==> config.mk <==
export PLATFORM = sky130hd
export DESIGN_NAME = lem_queue
export DESIGN_NICKNAME = d
export VERILOG_FILES = /design/src/sv/lem_pkg.sv /design/src/sv/lem_queue.sv
export SDC_FILE = /design/constraint.sdc
export NUM_CORES = 1
export LEC_CHECK = 0
export BUFFER_PORTS_ARGS = -buffer_cell sky130_fd_sc_hd__buf_4
export CAP_MARGIN = 20
export CORE_ASPECT_RATIO = 0.75
export CORE_MARGIN = 10
export CORE_UTILIZATION = 50
export CTS_CLUSTER_SIZE = 40
export DETAILED_ROUTE_END_ITERATION = 6
export GPL_TIMING_DRIVEN = 0
export PLACE_DENSITY = 0.71
export SYNTH_ARGS = -nofsm -noshare
export SYNTH_HDL_FRONTEND = slang
export SYNTH_SLANG_ARGS = --single-unit
==> constraint.sdc <==
create_clock -name clk -period 2.5 [get_ports clk]
set_input_delay 0.25 -clock clk [delete_from_list [all_inputs] [get_ports clk]]
set_output_delay 0.25 -clock clk [all_outputs]
set_load 0.01 [all_outputs]
==> src/sv/lem_pkg.sv <==
// ----------------------------------------------------------------------------
// lem_pkg: shared types and constants of the Laplacian edge magnitude core
// Register indexes, operation classes, queue control word and operand slots.
// ----------------------------------------------------------------------------
package lem_pkg;

	localparam int MAX_COLS_DEF   = 2048;
	localparam int PIXEL_BITS_DEF = 8;

	localparam int EDGE_W      = 10;
	localparam int COLS_CFG_W  = 12;
	localparam int ROWS_W      = 16;
	localparam int CFG_DATA_W  = 16;

	localparam logic [COLS_CFG_W-1:0] COLS_RESET = 12'd640;
	localparam logic [ROWS_W-1:0]     ROWS_RESET = 16'd480;

	// Smallest image side that gets the stencil; smaller images pass through.
	localparam int MIN_SIZE     = 3;
	// The centre weight of four is a shift by two.
	localparam int CENTRE_SHIFT = 2;

	localparam int QUEUE_DEPTH = 4;
	localparam int LEVEL_W     = $clog2(QUEUE_DEPTH + 1);

	// Operand slots of one queue entry, each PIXEL_BITS wide.
	localparam int NUM_SLOTS  = 5;
	localparam int SLOT_LEFT  = 0;
	localparam int SLOT_UP    = 1;
	localparam int SLOT_RIGHT = 2;
	localparam int SLOT_ABOVE = 3;
	localparam int SLOT_PIX   = 4;

	typedef enum logic [0:0] {
		CFG_COLS = 1'b0,
		CFG_ROWS = 1'b1
	} cfg_idx_t;

	typedef enum logic [2:0] {
		OP_PASS,
		OP_VERT,
		OP_LEFT,
		OP_RIGHT,
		OP_INNER
	} op_t;

	typedef struct packed {
		op_t  op;
		logic second;
		logic last;
	} ctl_t;

endpackage

==> src/sv/lem_queue.sv <==
// ----------------------------------------------------------------------------
// lem_queue: short queue between the front and back parts
// Holds classified requests with their operands until the back part takes them.
// ----------------------------------------------------------------------------
module lem_queue #(
	parameter int WIDTH = 40,
	parameter int DEPTH = lem_pkg::QUEUE_DEPTH
) (
	input  logic                         clk,
	input  logic                         arst_n,
	input  logic                         push,
	input  lem_pkg::ctl_t                push_ctl,
	input  logic [WIDTH-1:0]             push_data,
	input  logic                         pop,
	output logic                         empty,
	output lem_pkg::ctl_t                head_ctl,
	output logic [WIDTH-1:0]             head_data,
	output logic [$clog2(DEPTH+1)-1:0]   level
);

	localparam int PTR_W = (DEPTH > 1) ? $clog2(DEPTH) : 1;
	localparam int CNT_W = $clog2(DEPTH + 1);

	lem_pkg::ctl_t    ctl_q  [DEPTH];
	logic [WIDTH-1:0] data_q [DEPTH];
	logic [PTR_W-1:0] wr_ptr_q, rd_ptr_q;
	logic [CNT_W-1:0] count_q;

	function automatic logic [PTR_W-1:0] ptr_inc(input logic [PTR_W-1:0] p);
		return (p == PTR_W'(DEPTH - 1)) ? '0 : p + PTR_W'(1);
	endfunction

	always_ff @(posedge clk or negedge arst_n) begin
		if (!arst_n) begin
			wr_ptr_q <= '0;
			rd_ptr_q <= '0;
			count_q  <= '0;
		end else begin
			if (push) begin
				wr_ptr_q <= ptr_inc(wr_ptr_q);
			end
			if (pop) begin
				rd_ptr_q <= ptr_inc(rd_ptr_q);
			end
			if (push && !pop) begin
				count_q <= count_q + CNT_W'(1);
			end else if (pop && !push) begin
				count_q <= count_q - CNT_W'(1);
			end
		end
	end

	always_ff @(posedge clk) begin
		if (push) begin
			ctl_q[wr_ptr_q]  <= push_ctl;
			data_q[wr_ptr_q] <= push_data;
		end
	end

	assign empty     = (count_q == '0);
	assign head_ctl  = ctl_q[rd_ptr_q];
	assign head_data = data_q[rd_ptr_q];
	assign level     = count_q;

`ifndef SYNTH
	a_no_overflow: assert property (@(posedge clk) disable iff (!arst_n)
		push |-> (count_q < CNT_W'(DEPTH)))
		else $error("request queue written while full");

	a_no_underflow: assert property (@(posedge clk) disable iff (!arst_n)
		pop |-> (count_q != '0))
		else $error("request queue read while empty");
`endif

endmodule

# Word-level counts from Yosys, hierarchy flattened
# Memories as Yosys holds them, arrays and structs flattened.
# Index checks and enable logic that the tools add are counted.
word_totals:
  mem_bits_rw: 180
  elab_cells: 23
  regBits: 7
  out_inout_bits: 49
  memories: 2
classes:
  addsub: 4
  reduce_logical: 6
  eq_ne: 2
  n_mux: 6
mem_list:
  columns: ["memory", "depth", "width", "rd", "rd_clocked_by_memory_dff", "wr", "line_no", "text"]
  rows:
  - ["data_q", 4, 40, 1, 0, 1, "lem_queue.sv:25", "logic [WIDTH-1:0] data_q [DEPTH];"]
  - ["ctl_q", 4, 5, 1, 0, 1, "lem_queue.sv:24", "lem_pkg::ctl_t ctl_q [DEPTH];"]
ops:
  columns: ["operator", "count"]
  rows:
  - ["2-to-1 mux 3 bit", 2]
  - ["adder 2 x 1 -> 2 bit, second input constant", 2]
  - ["equality test 2 bit, second input constant", 2]
  - ["2-to-1 mux 2 bit", 2]
  - ["adder 3 x 1 -> 3 bit, second input constant", 1]
  - ["zero test 3 bit", 1]
  - ["subtractor 3 x 1 -> 3 bit, second input constant", 1]
  - ["logical AND 1 bit", 2]
  - ["zero test 1 bit", 2]
  - ["2-to-1 mux 1 bit", 2]
  - ["nonzero test 2 bit", 1]

# Longest topological paths before layout
logic_depth:
  depth_word: 4
  mapped_depth: 7
  mapped_depth_nobuf: 7

# Worst setup path before layout
# No wires, ideal clock.
synth_timing:
  path_type: "register to register"
  start: "reg wr_ptr_q[0]"
  end: "mem ctl_q[2][0] (netlist name) (enable)"
  path_stages_with_launch: 4
  n_path_buf: 0
  slack_ns: 0.389
  arrival_ns: 1.704
  setup_ns: 0.407
  required_ns: 2.093
  path_cell_list: "dfrtp_1 > inv_1 > ha_1 > and2_1"
synth_lines:
  columns: ["element", "line_no", "text"]
  rows:
  - ["start: declaration", "lem_queue.sv:26", "logic [PTR_W-1:0] wr_ptr_q, rd_ptr_q;"]
  - ["start signal: assignment", "lem_queue.sv:40", "wr_ptr_q <= ptr_inc(wr_ptr_q);"]
  - ["end: declaration", "lem_queue.sv:24", null]
# Straight into the memory's write port.

# Worst setup path in the final report
layout_timing:
  start: "reg rd_ptr_q[0]"
  end: "out head_data[27]"
layout_via:
  elab_chain_len: 1
layout_rtl:
  columns: ["element", "line_no", "text"]
  rows:
  - ["start: declaration", "lem_queue.sv:26", null]
  - ["start signal: assignment", "lem_queue.sv:43", "rd_ptr_q <= ptr_inc(rd_ptr_q);"]
  - ["memory read (4 x 40 bit)", null, null]
  - ["end: declaration", "lem_queue.sv:17", "output logic [WIDTH-1:0] head_data,"]
# No other way between the ends.

==> impl_metrics.csv <==
group,metric,value,unit
setup_path,end_kind,"output port",
global_routing,grt_pass1_vias,3436,
logic_synthesis,synth_nets,327,
clock_tree,cts_root_buf,"clkbuf_16",
setup_path,crit_chain,"buf_6 -> buf_6 -> mux4_2 -> buf_4",
hold_path,hold_depth,1,
setup_path,slowest_delay,0.54,ns
clock_tree,postCtsSetupRepairBufs,0,
logic_synthesis,ys_ff_latch,187,
clock_tree,cts_buffers,17,
floorplan,ios,98,
global_routing,track_usage,0.134,
global_routing,grt_pass1_wl,18800,um
setup_path,rr_worst_depth,4,
logic_synthesis,syn_area_per_cell,25.5,sq um
power,ir_drop,0.772,mV
timing,max_clock_freq,459,MHz
hold_path,min_to,"data_q[2][22]",
setup_path,cpMaxStageDelayCell,"mux4_2",
timing,rsz0062_at_grt,"false",
layout,diodes,0,
floorplan,rows,37,
place,dp.cells,547,
power,pwr_density_cell,1140,nW/um^2
place,io_buffers,97,
floorplan,die_height,122,um
timing,finalSetupViolations,0,
route,dr.pass1.iters,4,
setup_path,cp_max_fo,10,
place,gp_congestion,0.662,
clock_tree,clk_latency,0.42,ns
layout,layout.nets,448,
power,leakage,0.00294,uW
setup_path,crit_required,2.25,ns
setup_path,crit_path_frequent_cell,"buf_6",
logic_synthesis,syn_area,6900,sq um
layout,drive_above_1_share,0.460,
run_status,status,"finished clean",
timing,max_slew_margin,0.608,
route,wl_per_cell,21.2,um
floorplan,start_util,0.507,
timing,period_needed,2.18,ns
setup_path,r2r-start,"wr_ptr_q[0]",
global_routing,grt-ovfl-total,0,
place,placed_cell_area,7930,sq um
clock_tree,cts_buffer_depth,2,
logic_synthesis,ys_types,17,
global_routing,grt_max_degree,28,
setup_path,r2r_slack,0.71,ns
timing,clock_skew,0.00657,ns
clock_tree,cts_tree,"built",
logic_synthesis,ys_warn_count,0,
timing,slew_violations,0,
timing,max_slew.worst_pin.slew,0.588,ns
setup_path,reg2reg_to,"data_q[0][12]",
clock_tree,htree_levels,4,
setup_path,path_class,"flop to output port",
logic_synthesis,seq_area_frac_synth,0.809,
clock_tree,clock-sinks,187,
global_routing,antenna_found_initial,0,
timing,fin_crit_sh,0.871,
floorplan,core_area,13600,sq um
floorplan,fp.dieW,156,um
route,drtIter0Drc,170,
route,vias,3115,
route,route.antenna.remaining_nets,0,
place,hpwl,7960,um
job,maxCapViolCount,0,
hold_path,hold_path_class,"input port to flop",
setup_path,cp.arrival,1.93,ns
clock_tree,clkTransAtPathRegs,0.06,ns
timing,hold_viol,0,
route,viasPerCell,5.38,
route,finalWirelength,12300,um
hold_path,hold_start,"push_data[22]",
layout,area_delta_synth_final,22.6,%
logic_synthesis,synthCells,271,
route,route.detailed.drc,0,
floorplan,dieArea,18900,sq um
setup_path,start_kind,"flop",
layout,final_cell_area,8460,sq um
layout,final_cells,579,
sequential cells by signal, summed over array words and instances, names as in the netlist:
name,cells
data_q,160
ctl_q,20
level,3
wr_ptr_q,2
rd_ptr_q,2
layer usage:
metal / wire [um] / global-route usage / part of all wire
met1: 5490 / 0.168 / 0.45
met2: 5810 / 0.204 / 0.47
met3: 857 / 0.0634 / 0.070
met4: 127 / 0.0414 / 0.010
met5: 0 / 0 / 0
how the worst max path moves through the flow:
stage	from	endpoint	slack, ns	depth (start not counted)
6_report	rd_ptr_q[0]	head_data[27]	0.32	4
5_1_grt	rd_ptr_q[0]	head_data[27]	0.22	4
4_1_cts	rd_ptr_q[0]	head_data[27]	0.26	4
3_5_place_dp	wr_ptr_q[0]	data_q[0][12]	0.67	4
3_3_place_gp	wr_ptr_q[0]	data_q[2][12]	-0.44	3
2_1_floorplan	wr_ptr_q[0]	ctl_q[2][0]	0.39	3
area by class of cell:
cell class | count | area (sq um)
Buffer | 10 | 77.6
Clock buffer | 22 | 444
Clock inverter | 9 | 75.1
Fill cell | 959 | 5150
Inverter | 4 | 15.0
Multi-Input combinational cell | 70 | 1230
Sequential cell | 187 | 5580
Tap cell | 175 | 219
Timing Repair Buffer | 102 | 818
placed cells by master, fill, tap and decap left out, types with 5 or more instances in the layout:
| master | count |
|---|---|
| buf_2 | 5 |
| buf_4 | 98 |
| clkbuf_1 | 5 |
| clkbuf_16 | 17 |
| dfrtp_1 | 7 |
| edfxtp_1 | 180 |
| ha_1 | 6 |
| mux4_2 | 45 |
worst max-delay path: cells and delay by family, from the launching register on:
| kind | cells | cell delay (ns) |
|---|---|---|
| buffers and inverters | 3 | 0.58 |
| multiplexers | 1 | 0.54 |
| flip-flops | 1 | 0.38 |
stage by stage:
step / utilization / hold WS [ns] / setup TNS, ns / setup WS [ns] / total power (uW)
floorplan: - / -0.0456 / 0 / 0.389 / 6010
detailed placement: 0.583 / 0.0717 / 0 / 0.670 / 7410
global route: 0.622 / 0.00238 / 0 / 0.219 / 10100
finish: 0.622 / 0.0297 / 0 / 0.323 / 9630
global placement: 0.577 / 0.0681 / -72.13 / -0.436 / 7310
CTS: 0.622 / 0.00743 / 0 / 0.263 / 9790
what timing repair did:
| action | 4_1_cts | 5_1_grt |
|---|---|---|
| hold endpoints to repair | 7 | 0 |
| gates resized for setup | 0 | 0 |
| hold buffers | 1 | 0 |
power breakdown:
part | internal, uW | switching (uW) | leakage (uW)
clock | 1350 | 1020 | 0.000246
sequential | 4020 | 141 | 0.00174
combinational | 1600 | 1490 | 0.000958
cells by family (layout without fill, tap and decap cells):
| kind of cell | Yosys count | in the layout | synth area share |
|---|---|---|---|
| buffers and inverters | 14 | 147 | 0.0134 |
| and+or+nand+nor | 10 | 10 | 0.00707 |
| AOI/OAI and AO/OA | 2 | 2 | 0.00145 |
| xor gates and xnor gates | 3 | 3 | 0.00381 |
| DFF | 187 | 187 | 0.809 |
| muxes | 48 | 48 | 0.152 |
| adders and majority gates | 7 | 7 | 0.0138 |
Yosys cell counts (all sizes together):
library cell	number	area (sq um)
xnor2	1	8.76
fa	1	20.0
xor2	2	17.5
buf	10	77.6
edfxtp	180	5410
inv	4	15.0
o21ai	2	10.0
nor2	3	11.3
and2	4	25.0
mux4	45	1010
mux2	3	33.8
nand2	2	7.51
ha	6	75.1
dfrtp	7	175
nor3	1	5.00
Power figures use the tool's default switching activity.
