$ cat src/sv/lem_pkg.sv
// ----------------------------------------------------------------------------
// lem_pkg: shared types and constants of the Laplacian edge magnitude core
// Register indexes, operation classes, queue control word and operand slots.
// ----------------------------------------------------------------------------
package lem_pkg;

	localparam int MAX_COLS_DEF   = 2048;
	localparam int PIXEL_BITS_DEF = 8;

	localparam int EDGE_W      = 10;
	localparam int COLS_CFG_W  = 12;
	localparam int ROWS_W      = 16;
	localparam int CFG_DATA_W  = 16;

	localparam logic [COLS_CFG_W-1:0] COLS_RESET = 12'd640;
	localparam logic [ROWS_W-1:0]     ROWS_RESET = 16'd480;

	// Smallest image side that gets the stencil; smaller images pass through.
	localparam int MIN_SIZE     = 3;
	// The centre weight of four is a shift by two.
	localparam int CENTRE_SHIFT = 2;

	localparam int QUEUE_DEPTH = 4;
	localparam int LEVEL_W     = $clog2(QUEUE_DEPTH + 1);

	// Operand slots of one queue entry, each PIXEL_BITS wide.
	localparam int NUM_SLOTS  = 5;
	localparam int SLOT_LEFT  = 0;
	localparam int SLOT_UP    = 1;
	localparam int SLOT_RIGHT = 2;
	localparam int SLOT_ABOVE = 3;
	localparam int SLOT_PIX   = 4;

	typedef enum logic [0:0] {
		CFG_COLS = 1'b0,
		CFG_ROWS = 1'b1
	} cfg_idx_t;

	typedef enum logic [2:0] {
		OP_PASS,
		OP_VERT,
		OP_LEFT,
		OP_RIGHT,
		OP_INNER
	} op_t;

	typedef struct packed {
		op_t  op;
		logic second;
		logic last;
	} ctl_t;

endpackage

$ cat src/sv/lem_back.sv
// ----------------------------------------------------------------------------
// lem_back: stencil arithmetic and result register
// Works out the magnitude for the queue head and delivers one or two results.
// ----------------------------------------------------------------------------
module lem_back #(
	parameter int PIXEL_BITS = lem_pkg::PIXEL_BITS_DEF
) (
	input  logic                                     clk,
	input  logic                                     arst_n,
	input  logic                                     empty,
	input  lem_pkg::ctl_t                            head_ctl,
	input  logic [lem_pkg::NUM_SLOTS*PIXEL_BITS-1:0] head_data,
	output logic                                     pop,
	output logic                                     out_valid,
	input  logic                                     out_stall,
	output logic [lem_pkg::EDGE_W-1:0]               edge_value,
	output logic                                     frame_last
);

	localparam int WW = (PIXEL_BITS + 2 > lem_pkg::EDGE_W) ? PIXEL_BITS + 2
	                                                       : lem_pkg::EDGE_W;

	logic [PIXEL_BITS-1:0] pix, above, right, up, left;
	logic [WW-1:0]         sum_w, a_w, b_w, diff_w, res_w;
	logic                  load, take, phase_q, out_valid_q;
	logic [lem_pkg::EDGE_W-1:0] edge_value_q;
	logic                  frame_last_q, frame_last_d;

	assign pix   = head_data[lem_pkg::SLOT_PIX*PIXEL_BITS   +: PIXEL_BITS];
	assign above = head_data[lem_pkg::SLOT_ABOVE*PIXEL_BITS +: PIXEL_BITS];
	assign right = head_data[lem_pkg::SLOT_RIGHT*PIXEL_BITS +: PIXEL_BITS];
	assign up    = head_data[lem_pkg::SLOT_UP*PIXEL_BITS    +: PIXEL_BITS];
	assign left  = head_data[lem_pkg::SLOT_LEFT*PIXEL_BITS  +: PIXEL_BITS];

	assign sum_w = WW'(pix) + WW'(up) + WW'(right) + WW'(left);

	// The second result of a last-row request is the difference to the row above.
	always_comb begin
		a_w = WW'(above);
		b_w = WW'(pix);
		if (!phase_q) begin
			unique case (head_ctl.op)
				lem_pkg::OP_VERT:  b_w = WW'(pix);
				lem_pkg::OP_LEFT:  b_w = WW'(right);
				lem_pkg::OP_RIGHT: b_w = WW'(left);
				lem_pkg::OP_INNER: begin
					a_w = WW'(above) << lem_pkg::CENTRE_SHIFT;
					b_w = sum_w;
				end
				lem_pkg::OP_PASS:  b_w = WW'(pix);
				default:           b_w = WW'(pix);
			endcase
		end
	end

	assign diff_w = (a_w >= b_w) ? a_w - b_w : b_w - a_w;
	assign res_w  = (head_ctl.op == lem_pkg::OP_PASS) ? WW'(pix) : diff_w;
	assign frame_last_d = head_ctl.last &&
	                      (phase_q || (head_ctl.op == lem_pkg::OP_PASS));

	assign load = !out_valid_q || !out_stall;
	assign take = load && !empty;
	assign pop  = take && !(head_ctl.second && !phase_q);

	always_ff @(posedge clk or negedge arst_n) begin
		if (!arst_n) begin
			out_valid_q <= 1'b0;
			phase_q     <= 1'b0;
		end else begin
			if (load) begin
				out_valid_q <= take;
			end
			if (take) begin
				phase_q <= head_ctl.second && !phase_q;
			end
		end
	end

	always_ff @(posedge clk) begin
		if (take) begin
			edge_value_q <= res_w[lem_pkg::EDGE_W-1:0];
			frame_last_q <= frame_last_d;
		end
	end

	assign out_valid  = out_valid_q;
	assign edge_value = edge_value_q;
	assign frame_last = frame_last_q;

`ifndef SYNTH
	a_phase_on_pair: assert property (@(posedge clk) disable iff (!arst_n)
		phase_q |-> (!empty && head_ctl.second))
		else $error("second result pending without a two-result request at the head");
`endif

endmodule
$ cat config.mk
export PLATFORM = sky130hd
export DESIGN_NAME = lem_back
export DESIGN_NICKNAME = d
export VERILOG_FILES = /design/src/sv/lem_pkg.sv /design/src/sv/lem_back.sv
export SDC_FILE = /design/constraint.sdc
export NUM_CORES = 1
export LEC_CHECK = 0
export ABC_AREA = 1
export BUFFER_PORTS_ARGS = -buffer_cell sky130_fd_sc_hd__buf_2
export CAP_MARGIN = 30
export CORE_MARGIN = 4
export CORE_UTILIZATION = 50
export CTS_CLUSTER_DIAMETER = 40
export DETAILED_ROUTE_END_ITERATION = 10
export PLACE_DENSITY_LB_ADDON = 0.2
export SYNTH_ARGS = -nofsm -noshare
export SYNTH_HDL_FRONTEND = slang
export SYNTH_SLANG_ARGS = --single-unit
$ cat constraint.sdc
create_clock -name clk -period 3.8 [get_ports clk]
set_clock_uncertainty 0.1 [all_clocks]
set_input_delay 0.76 -clock clk [delete_from_list [all_inputs] [get_ports clk]]
set_output_delay 0.76 -clock clk [all_outputs]
set_load 0.03 [all_outputs]
---- Word-level counts from Yosys, hierarchy flattened ----
Cells that the tools add are included.
word-level totals
  output and inout port bits .............. 13
  word-level logic and storage cells ...... 32
  flip-flop bits (word level) ............. 13
  input bits .............................. 49
operators by class
  order comparisons ....................... 1
  equality and inequality tests ........... 3
  muxes and demuxes ....................... 6
  reduce and logical (&&, ||, !) cells .... 12
  add/sub/neg operators ................... 5
operator list
  kind                                                 count
  2-to-1 mux 10 bit                                    4
  case mux 10 bit (3 select lines)                     1
  subtractor 10 bit                                    2
  adder 10 x 8 -> 10 bit                               1
  adder 9 x 8 -> 10 bit                                1
  greater-or-equal comparator 10 bit                   1
  adder 8 x 8 -> 9 bit                                 1
  2-to-1 mux 8 bit                                     1
  equality test 3 x 2 -> 1 bit, second input constant  2
  zero test 1 bit                                      5
  logical AND 1 bit                                    4
  equality test 3 bit, second input constant           1
  zero test 3 bit                                      1
  logical OR 1 bit                                     2

---- Logic depth before layout (Yosys ltp) ----
Gate-level depths: netlist (run 1).
  depth after elaboration ................. 8
  gate-level depth with buffers ........... 26
  depth with buffers taken out ............ 25

---- Worst setup path before layout (run 1) ----
No wires, ideal clock.
  path kind ............................... in2reg
  from .................................... input head_data[1] (netlist bit)
  to ...................................... register edge_value_q, in the netlist edge_value[1] (data pin)
  data arrival time ....................... 4.134 ns
  required time ........................... 3.442 ns
  path slack .............................. -0.691 ns
  setup time .............................. 0.258 ns
  path buffers ............................ 0
  cell stages on the path ................. 23
  cells stage by stage .................... inv_1 > fa_1 > fa_1 > inv_1 > ha_1 > fa_1 > nand2_1 > a21oi_1 > o21ai_0 > nand3_1 > nand2_1 > o21ai_0 > ha_1 > nand2_4 > inv_2 > nand2_2 > nand2_1 > nand2_2 > nand3_2 > nor2_4 > nand2_1 > nand3_1 > o21ai_1
on the way
  cells in the longest elaborated chain, start to end .. 6
  elaborated cells between the ends (all ways) .. 8
  those cells by class .................... add/sub (3); order compare (1); mux (4)
ends and longest elaborated chain
  what                                                                     RTL line        source
  from (decl)                                                              lem_back.sv:12  input logic [lem_pkg::NUM_SLOTS*PIXEL_BITS-1:0] head_data,
  adder 10 x 8 -> 10 bit                                                   lem_back.sv:35  assign sum_w = WW'(pix) + WW'(up) + WW'(right) + WW'(left);
  case mux 10 bit (3 select lines) (*)                                     lem_back.sv:42  unique case (head_ctl.op)
  2-to-1 mux 10 bit (*)                                                    lem_back.sv:41  if (!phase_q) begin
  subtractor 10 bit or greater-or-equal comparator 10 bit (tied branches)  lem_back.sv:56  assign diff_w = (a_w >= b_w) ? a_w - b_w : b_w - a_w;
  2-to-1 mux 10 bit (*)                                                    lem_back.sv:56
  2-to-1 mux 8 bit (*)                                                     lem_back.sv:57  assign res_w = (head_ctl.op == lem_pkg::OP_PASS) ? WW'(pix) : diff_w;
  net res_w[1]                                                             lem_back.sv:24  logic [WW-1:0] sum_w, a_w, b_w, diff_w, res_w;
  to (signal assigned)                                                     lem_back.sv:81  edge_value_q <= res_w[lem_pkg::EDGE_W-1:0];
  to (decl)                                                                lem_back.sv:26  logic [lem_pkg::EDGE_W-1:0] edge_value_q;
Mark *: on every way through the listed nets, which the timed path passes. The rest lies on a longest branch.
A chain may end at the register's enable or synchronous reset.

---- Worst setup path after layout (run 1) ----
  from .................................... input head_data[1] (netlist bit)
  to ...................................... register edge_value_q, in the netlist edge_value[6] (data pin)
Same word-level chain as after synthesis.

==> results of run 1 <==
## cell usage after synthesis (2+ instances only)
cell type	number
a211oi_1	3
a21boi_0	2
a21oi_1	22
a21oi_2	2
a221oi_2	3
buf_2	3
buf_4	3
clkinv_1	2
dfrtp_1	2
edfxtp_1	11
fa_1	18
ha_1	28
inv_1	92
inv_2	5
nand2_1	139
nand2_2	7
nand3_1	23
nand3_2	3
nand4_1	7
nor2_1	21
nor2_2	6
nor2_4	4
o21ai_0	11
o21ai_1	8
o21bai_1	2
or2_2	4
xor2_1	6
## layer usage
layer	up-vias	routed length, um
met1	1565	3700
met2	127	4690
met3	10	534
li1	1683	-
met4	0	73
met5	-	0
## what timing repair did
item,in CTS,in global routing
buffers inserted,9,5
setup endpoints to repair,9,9
gates cloned,0,1
pin swaps,17,30
resized for setup,35,47
## worst min path at each step
| stage | startpoint | endpoint | slack [ns] |
|---|---|---|---|
| 2_1_floorplan | arst_n | out_valid | 0.36 |
| 3_3_place_gp | out_valid | out_valid | 0.37 |
| 3_5_place_dp | out_valid | out_valid | 0.39 |
| 4_1_cts | arst_n | out_valid | 0.20 |
| 5_1_grt | arst_n | out_valid | 0.20 |
| 6_report | arst_n | out_valid | 0.20 |
## cells by family after synthesis
logic type,Yosys count,share of synthesized area
XOR/XNOR,7,0.0210
adder cells (fa/ha/maj),46,0.243
AO/OA/AOI/OAI,56,0.118
AND/OR/NAND/NOR,220,0.347
buffers and inverters,105,0.140
flip-flops,13,0.130
## area by class of cell
cell class / count / share of cell area
multi-input cells: 330 / 0.571
repair buffers: 143 / 0.222
flip-flops and latches: 13 / 0.0878
inverters: 99 / 0.0878
well taps: 72 / 0.0208
clock buffers: 4 / 0.0104
## metrics by stage
stage          utilization  cells  total power [mW]  area, sq um  setup TNS [ns]
2_1_floorplan            -    447             0.848         2950           -3.90
3_5_place_dp         0.685    642              1.16         3820           -7.62
4_1_cts              0.739    655              1.40         4120           -3.96
5_1_grt              0.777    661              1.67         4330           -6.43
3_3_place_gp         0.685    642              1.14         3820           -7.13
6_report             0.777    661              1.52         4330           -4.58
## layout by cell type, fill, tap and decap left out, types with 9 or more instances in the layout
master and n:
nand2_1 125, inv_1 82, buf_4 78, buf_2 58
nand3_1 21, nand2_2 19, fa_1 16, nor2_1 15
inv_2 14, a21oi_1 14, ha_1 14, ha_4 12
edfxtp_1 11, a21oi_2 10, nor2_2 9, o21ai_1 9
## sequential cells by signal, indices dropped and copies added (netlist names)
name and cells:
out_valid 1, edge_value 10, frame_last 1, phase_q 1
## where the power goes
part	internal [mW]	total (mW)	switching (mW)
clock network	0.0738	0.119	0.0455
logic	0.533	1.20	0.669
registers	0.193	0.200	0.00673
==> impl_metrics.py, run 1 <==
metrics = {
    "sta": {
        "setup_violations": 9,
        "slew_headroom": 0.729,
        "max_freq_ghz": 0.230,
        "min_period_ns": 4.34,
        "fin_crit_sh": 1.14,
        "holdWs_ns": 0.199,
        "slew_violations": 0,
        "finalHoldViolCount": 0,
        "fin_ws_ns": -0.544,
        "worst_pin_slew_ns": 0.403,
        "rsz0062_at_grt": "true",
    },
    "setup_path": {
        "cp-startpoint": "head_data[1]",
        "cp_data_required_time_ns": 3.69,
        "crit_cells": 24,
        "critPathArrivalTime_ns": 4.24,
        "crit_family": "adder cells",
        "slowest_stage": "fa_1",
        "worst-path-buf-inv": 4,
        "path_max_fanout": 5,
        "reg2reg_from": "phase_q",
        "worstSetupEndpoint": "edge_value[6]",
        "critPathMaxStageDelay_ns": 0.51,
        "r2r_slack_ns": 0.85,
        "critPathKind": "in2reg",
        "start_kind": "input pin",
        "crit_top_cell": "nand2_1",
        "rr_worst_depth": 17,
        "r2r_end": "edge_value[6]",
        "endpoint_kind": "flip-flop",
        "crit_chain": "buf_2 > inv_2 > fa_1 > fa_1 > inv_2 > ha_4 > fa_2 > nand4_1 > nand3_1 > nand2_1 > nand3_1 > nand2_1 > o21ai_2 > ha_4 > nand2_1 > a21oi_2 > nor2_4 > nand3_4 > nor2_4 > buf_12 > nand2_1 > nand2_1 > nand2_1 > nand2_1",
    },
    "global_routing": {
        "antenna_found_initial": 0,
        "grt_pass1_wl_um": 14800,
        "grtUsageMet3": 0.0206,
        "grt_busiest_layer": "met2",
        "grt.overflow.total": 0,
        "grt_pass1_vias": 3309,
        "track_usage": 0.251,
        "grt_max_degree": 13,
        "grtUsageMet2": 0.481,
        "use_met1": 0.308,
    },
    "yosys": {
        "synth-seq-cells": 13,
        "synth_flop_cell": "edfxtp_1",
        "yosysWarnings": 0,
        "ys_seq_area_frac": 0.130,
        "post_synth.cell_area_avg_sq_um": 6.53,
        "synth_area_sq_um": 2920,
        "synth_nets": 542,
        "synth_cell_type_count": 37,
        "synthTopCellsByArea": "nand2_1 (18%), fa_1 (12%), ha_1 (12%)",
        "async_flop_share": 0.154,
        "synth.top_cell.area_share": 0.179,
        "synth_edf_count": 11,
        "synth_largest_area_cell": "nand2_1",
        "synthCells": 447,
    },
    "clocking": {
        "cts_tree": "done",
        "path_clk_slew_ns": 0.05,
        "clockBufferDepth": 2,
        "cts_root_buffer": "clkbuf_8",
        "clkLatencyLatePin_ns": 0.24,
        "postCtsHoldBufs": 0,
        "cts_max_level": 1,
        "cts-buffers-inserted": 3,
        "clock_sinks": 13,
    },
    "pwr": {
        "p_per_area_nw_per_um2": 351,
        "vdd_ir_drop_max_mv": 0.245,
        "p_leak_nw": 2.40,
    },
    "die": {
        "coreArea_sq_um": 5570,
        "num_rows": 27,
        "fp.dieArea_sq_um": 7130,
        "die_h_um": 84.4,
        "chipWidth_um": 84.4,
        "start_util": 0.524,
        "ios": 62,
    },
    "finish": {
        "nFillCells": 394,
        "n_antenna_cell": 0,
        "syn_to_final_growth_pct": 48.3,
        "fin_nets": 685,
        "drive_above_1_share": 0.426,
        "multi_input_area_sq_um": 2470,
        "seq_area_sq_um": 380,
    },
    "route": {
        "ant_nets": 0,
        "drtIter0Drc": 196,
        "routed_via_density": 5.12,
        "wirelength_um": 8990,
        "vias": 3385,
        "wire_per_inst_um": 13.6,
        "first_pass_iters": 5,
        "drcViolationCount": 0,
    },
    "run": {
        "maxCapViolCount": 0,
    },
    "hold_path": {
        "hp-class": "in2async",
    },
    "placed_design": {
        "gp_congestion": 0.911,
        "dp_hpwl_um": 7220,
        "pre_cts_slack_ns": -0.930,
        "io_buffers": 61,
    },
    "status": {
        "status": "finished with violations",
        "failed_checks": "negative setup slack",
    },
}
Note: power is estimated with default switching activity, not from simulation.
==> run 2, diff against run 1 <==
CORE_MARGIN = 2   (was 4)
==> impl_metrics.py, run 2 (synthesized netlist as in run 1, its figures left out) <==
metrics = {
    "die": {
        "coreArea_sq_um": 5570,
        "die_h_um": 80.4,
        "ios": 62,
        "start_util": 0.524,
        "num_rows": 27,
        "fp.dieArea_sq_um": 6470,
        "chipWidth_um": 80.4,
    },
    "placed_design": {
        "pre_cts_slack_ns": -0.889,
        "placedCellCount": 640,
        "gp_congestion": 0.986,
        "dp_hpwl_um": 6880,
        "io_buffers": 61,
        "place_area_sq_um": 3800,
    },
    "setup_path": {
        "endpoint_kind": "flip-flop",
        "r2r_slack_ns": 0.74,
        "rr_worst_depth": 15,
        "start_kind": "input pin",
        "path_max_fanout": 8,
        "r2r_end": "edge_value[4]",
        "cp_data_required_time_ns": 3.68,
        "reg2reg_from": "phase_q",
        "critPathArrivalTime_ns": 4.28,
        "critPathKind": "in2reg",
    },
    "clocking": {
        "cts-buffers-inserted": 3,
        "postCtsHoldBufs": 0,
        "cts_max_level": 1,
        "cts_tree": "done",
        "clockBufferDepth": 2,
        "clkLatencyLatePin_ns": 0.24,
        "cts_root_buffer": "clkbuf_8",
        "path_clk_slew_ns": 0.05,
        "clock_sinks": 13,
    },
    "route": {
        "wirelength_um": 8730,
        "ant_nets": 0,
        "dr_wl_met2_um": 4360,
        "drtIter0Drc": 163,
        "top_layer": "met4",
        "wire_per_inst_um": 13.3,
        "vias": 3323,
        "wl_met1_um": 3530,
        "drcViolationCount": 0,
        "first_pass_iters": 5,
        "routed_via_density": 5.05,
        "dr_wl_met3_um": 636,
    },
    "finish": {
        "drive_above_1_share": 0.422,
        "largest_reg_flops": 10,
        "layout_common_cells": "nand2_1 (125), inv_1 (86), buf_4 (76)",
        "seq_area_sq_um": 380,
        "nFillCells": 393,
        "multi_input_area_sq_um": 2480,
        "final_core_util": 0.771,
        "n_antenna_cell": 0,
        "fin_nets": 682,
        "final_cell_count_no_fill": 658,
        "final_area_sq_um": 4300,
        "syn_to_final_growth_pct": 47.2,
        "layout_commonest_cell": "nand2_1",
    },
    "pwr": {
        "p_per_area_nw_per_um2": 349,
        "power.share.switching": 0.479,
        "p_seq_frac": 0.133,
        "share_comb_of_total_power": 0.788,
        "power.switching_mw": 0.718,
        "p_leak_nw": 2.40,
        "totalPowerFinal_mw": 1.50,
        "internal_power_mw": 0.782,
        "pwr-share-clk": 0.079,
        "vdd_ir_drop_max_mv": 0.269,
    },
    "global_routing": {
        "grt_max_degree": 13,
        "grt_pass1_wl_um": 14200,
        "grt.overflow.total": 0,
        "track_usage": 0.275,
        "grt_pass1_vias": 3250,
        "antenna_found_initial": 0,
    },
    "sta": {
        "setup_violations": 9,
        "fin_crit_sh": 1.16,
        "slew_headroom": 0.698,
        "worst_pin_slew_ns": 0.451,
        "max_freq_ghz": 0.228,
        "setup_tns_ns": -4.79,
        "fin_ws_ns": -0.594,
        "rsz0062_at_grt": "true",
        "holdWs_ns": 0.196,
        "finalHoldViolCount": 0,
        "slew_violations": 0,
        "min_period_ns": 4.39,
    },
    "run": {
        "maxCapViolCount": 0,
    },
    "status": {
        "failed_checks": "negative setup slack",
        "status": "finished with violations",
    },
    "hold_path": {
        "hp-class": "in2async",
    },
}
[run 2: cell count changes in the layout (fill, tap and decap cells not counted), moves of 2 or more]
cell / previous run / this run
nand3_1: 21 / 16
buf_6: 6 / 4
inv_1: 82 / 86
inv_2: 14 / 11
ha_2: 2 / 4
o21bai_2: 2 / 0
buf_4: 78 / 76
o21bai_1: 0 / 2
ha_4: 12 / 10
nand3_2: 4 / 9
[run 2: area by class of cell]
cell class	count	area share
Multi-Input combinational cell	330	0.577
Timing Repair Buffer	140	0.215
Sequential cell	13	0.0885
Inverter	99	0.0882
Tap cell	72	0.0210
Clock buffer	4	0.0105
[run 2: layer usage]
metal	GRT usage	vias up
met1	0.337	1502
met3	0.0303	26
li1	-	1672
met4	0.0814	0
met2	0.503	123
met5	0	-
[run 2: power by group through the flow]
stage	clock network (mW)	logic, mW	registers, mW
4_1_cts	0.121	1.04	0.200
3_5_place_dp	0	0.952	0.203
5_1_grt	0.128	1.30	0.202
3_3_place_gp	0	0.929	0.202
2_1_floorplan	0	0.601	0.247
6_report	0.119	1.18	0.200
[run 2: how the worst max path moves through the flow]
stage	end	from	depth (start not counted)	slack [ns]
3_5_place_dp	edge_value[1]	head_data[17]	25	-0.89
2_1_floorplan	edge_value[1]	head_data[17]	23	-0.51
6_report	edge_value[4]	head_data[17]	24	-0.59
5_1_grt	edge_value[4]	head_data[17]	22	-0.72
3_3_place_gp	edge_value[1]	head_data[17]	24	-0.83
4_1_cts	edge_value[1]	head_data[9]	25	-0.52
[run 2: critical path: stages]
cell and delay (ns):
buf_8 0.09, inv_8 0.03, fa_1 0.48, fa_1 0.51, inv_2 0.05, ha_4 0.16, fa_2 0.39, nand2_2 0.10
a21oi_2 0.06, o21ai_1 0.15, nand3_2 0.13, nand2_2 0.11, o21ai_2 0.07, ha_4 0.31, nand2_4 0.08, buf_6 0.13
nor2_4 0.14, nand3b_4 0.13, inv_2 0.09, nor2_4 0.05, nand2_1 0.07, nand2_1 0.06, nand2_1 0.06, nand2_1 0.06
[run 2: repair_timing]
action,4_1_cts,5_1_grt
setup buffers,8,6
endpoints found under the hold margin,0,0
pin swaps,21,46
resized for setup,36,47
setup endpoints to repair,9,9
gates cloned,1,0
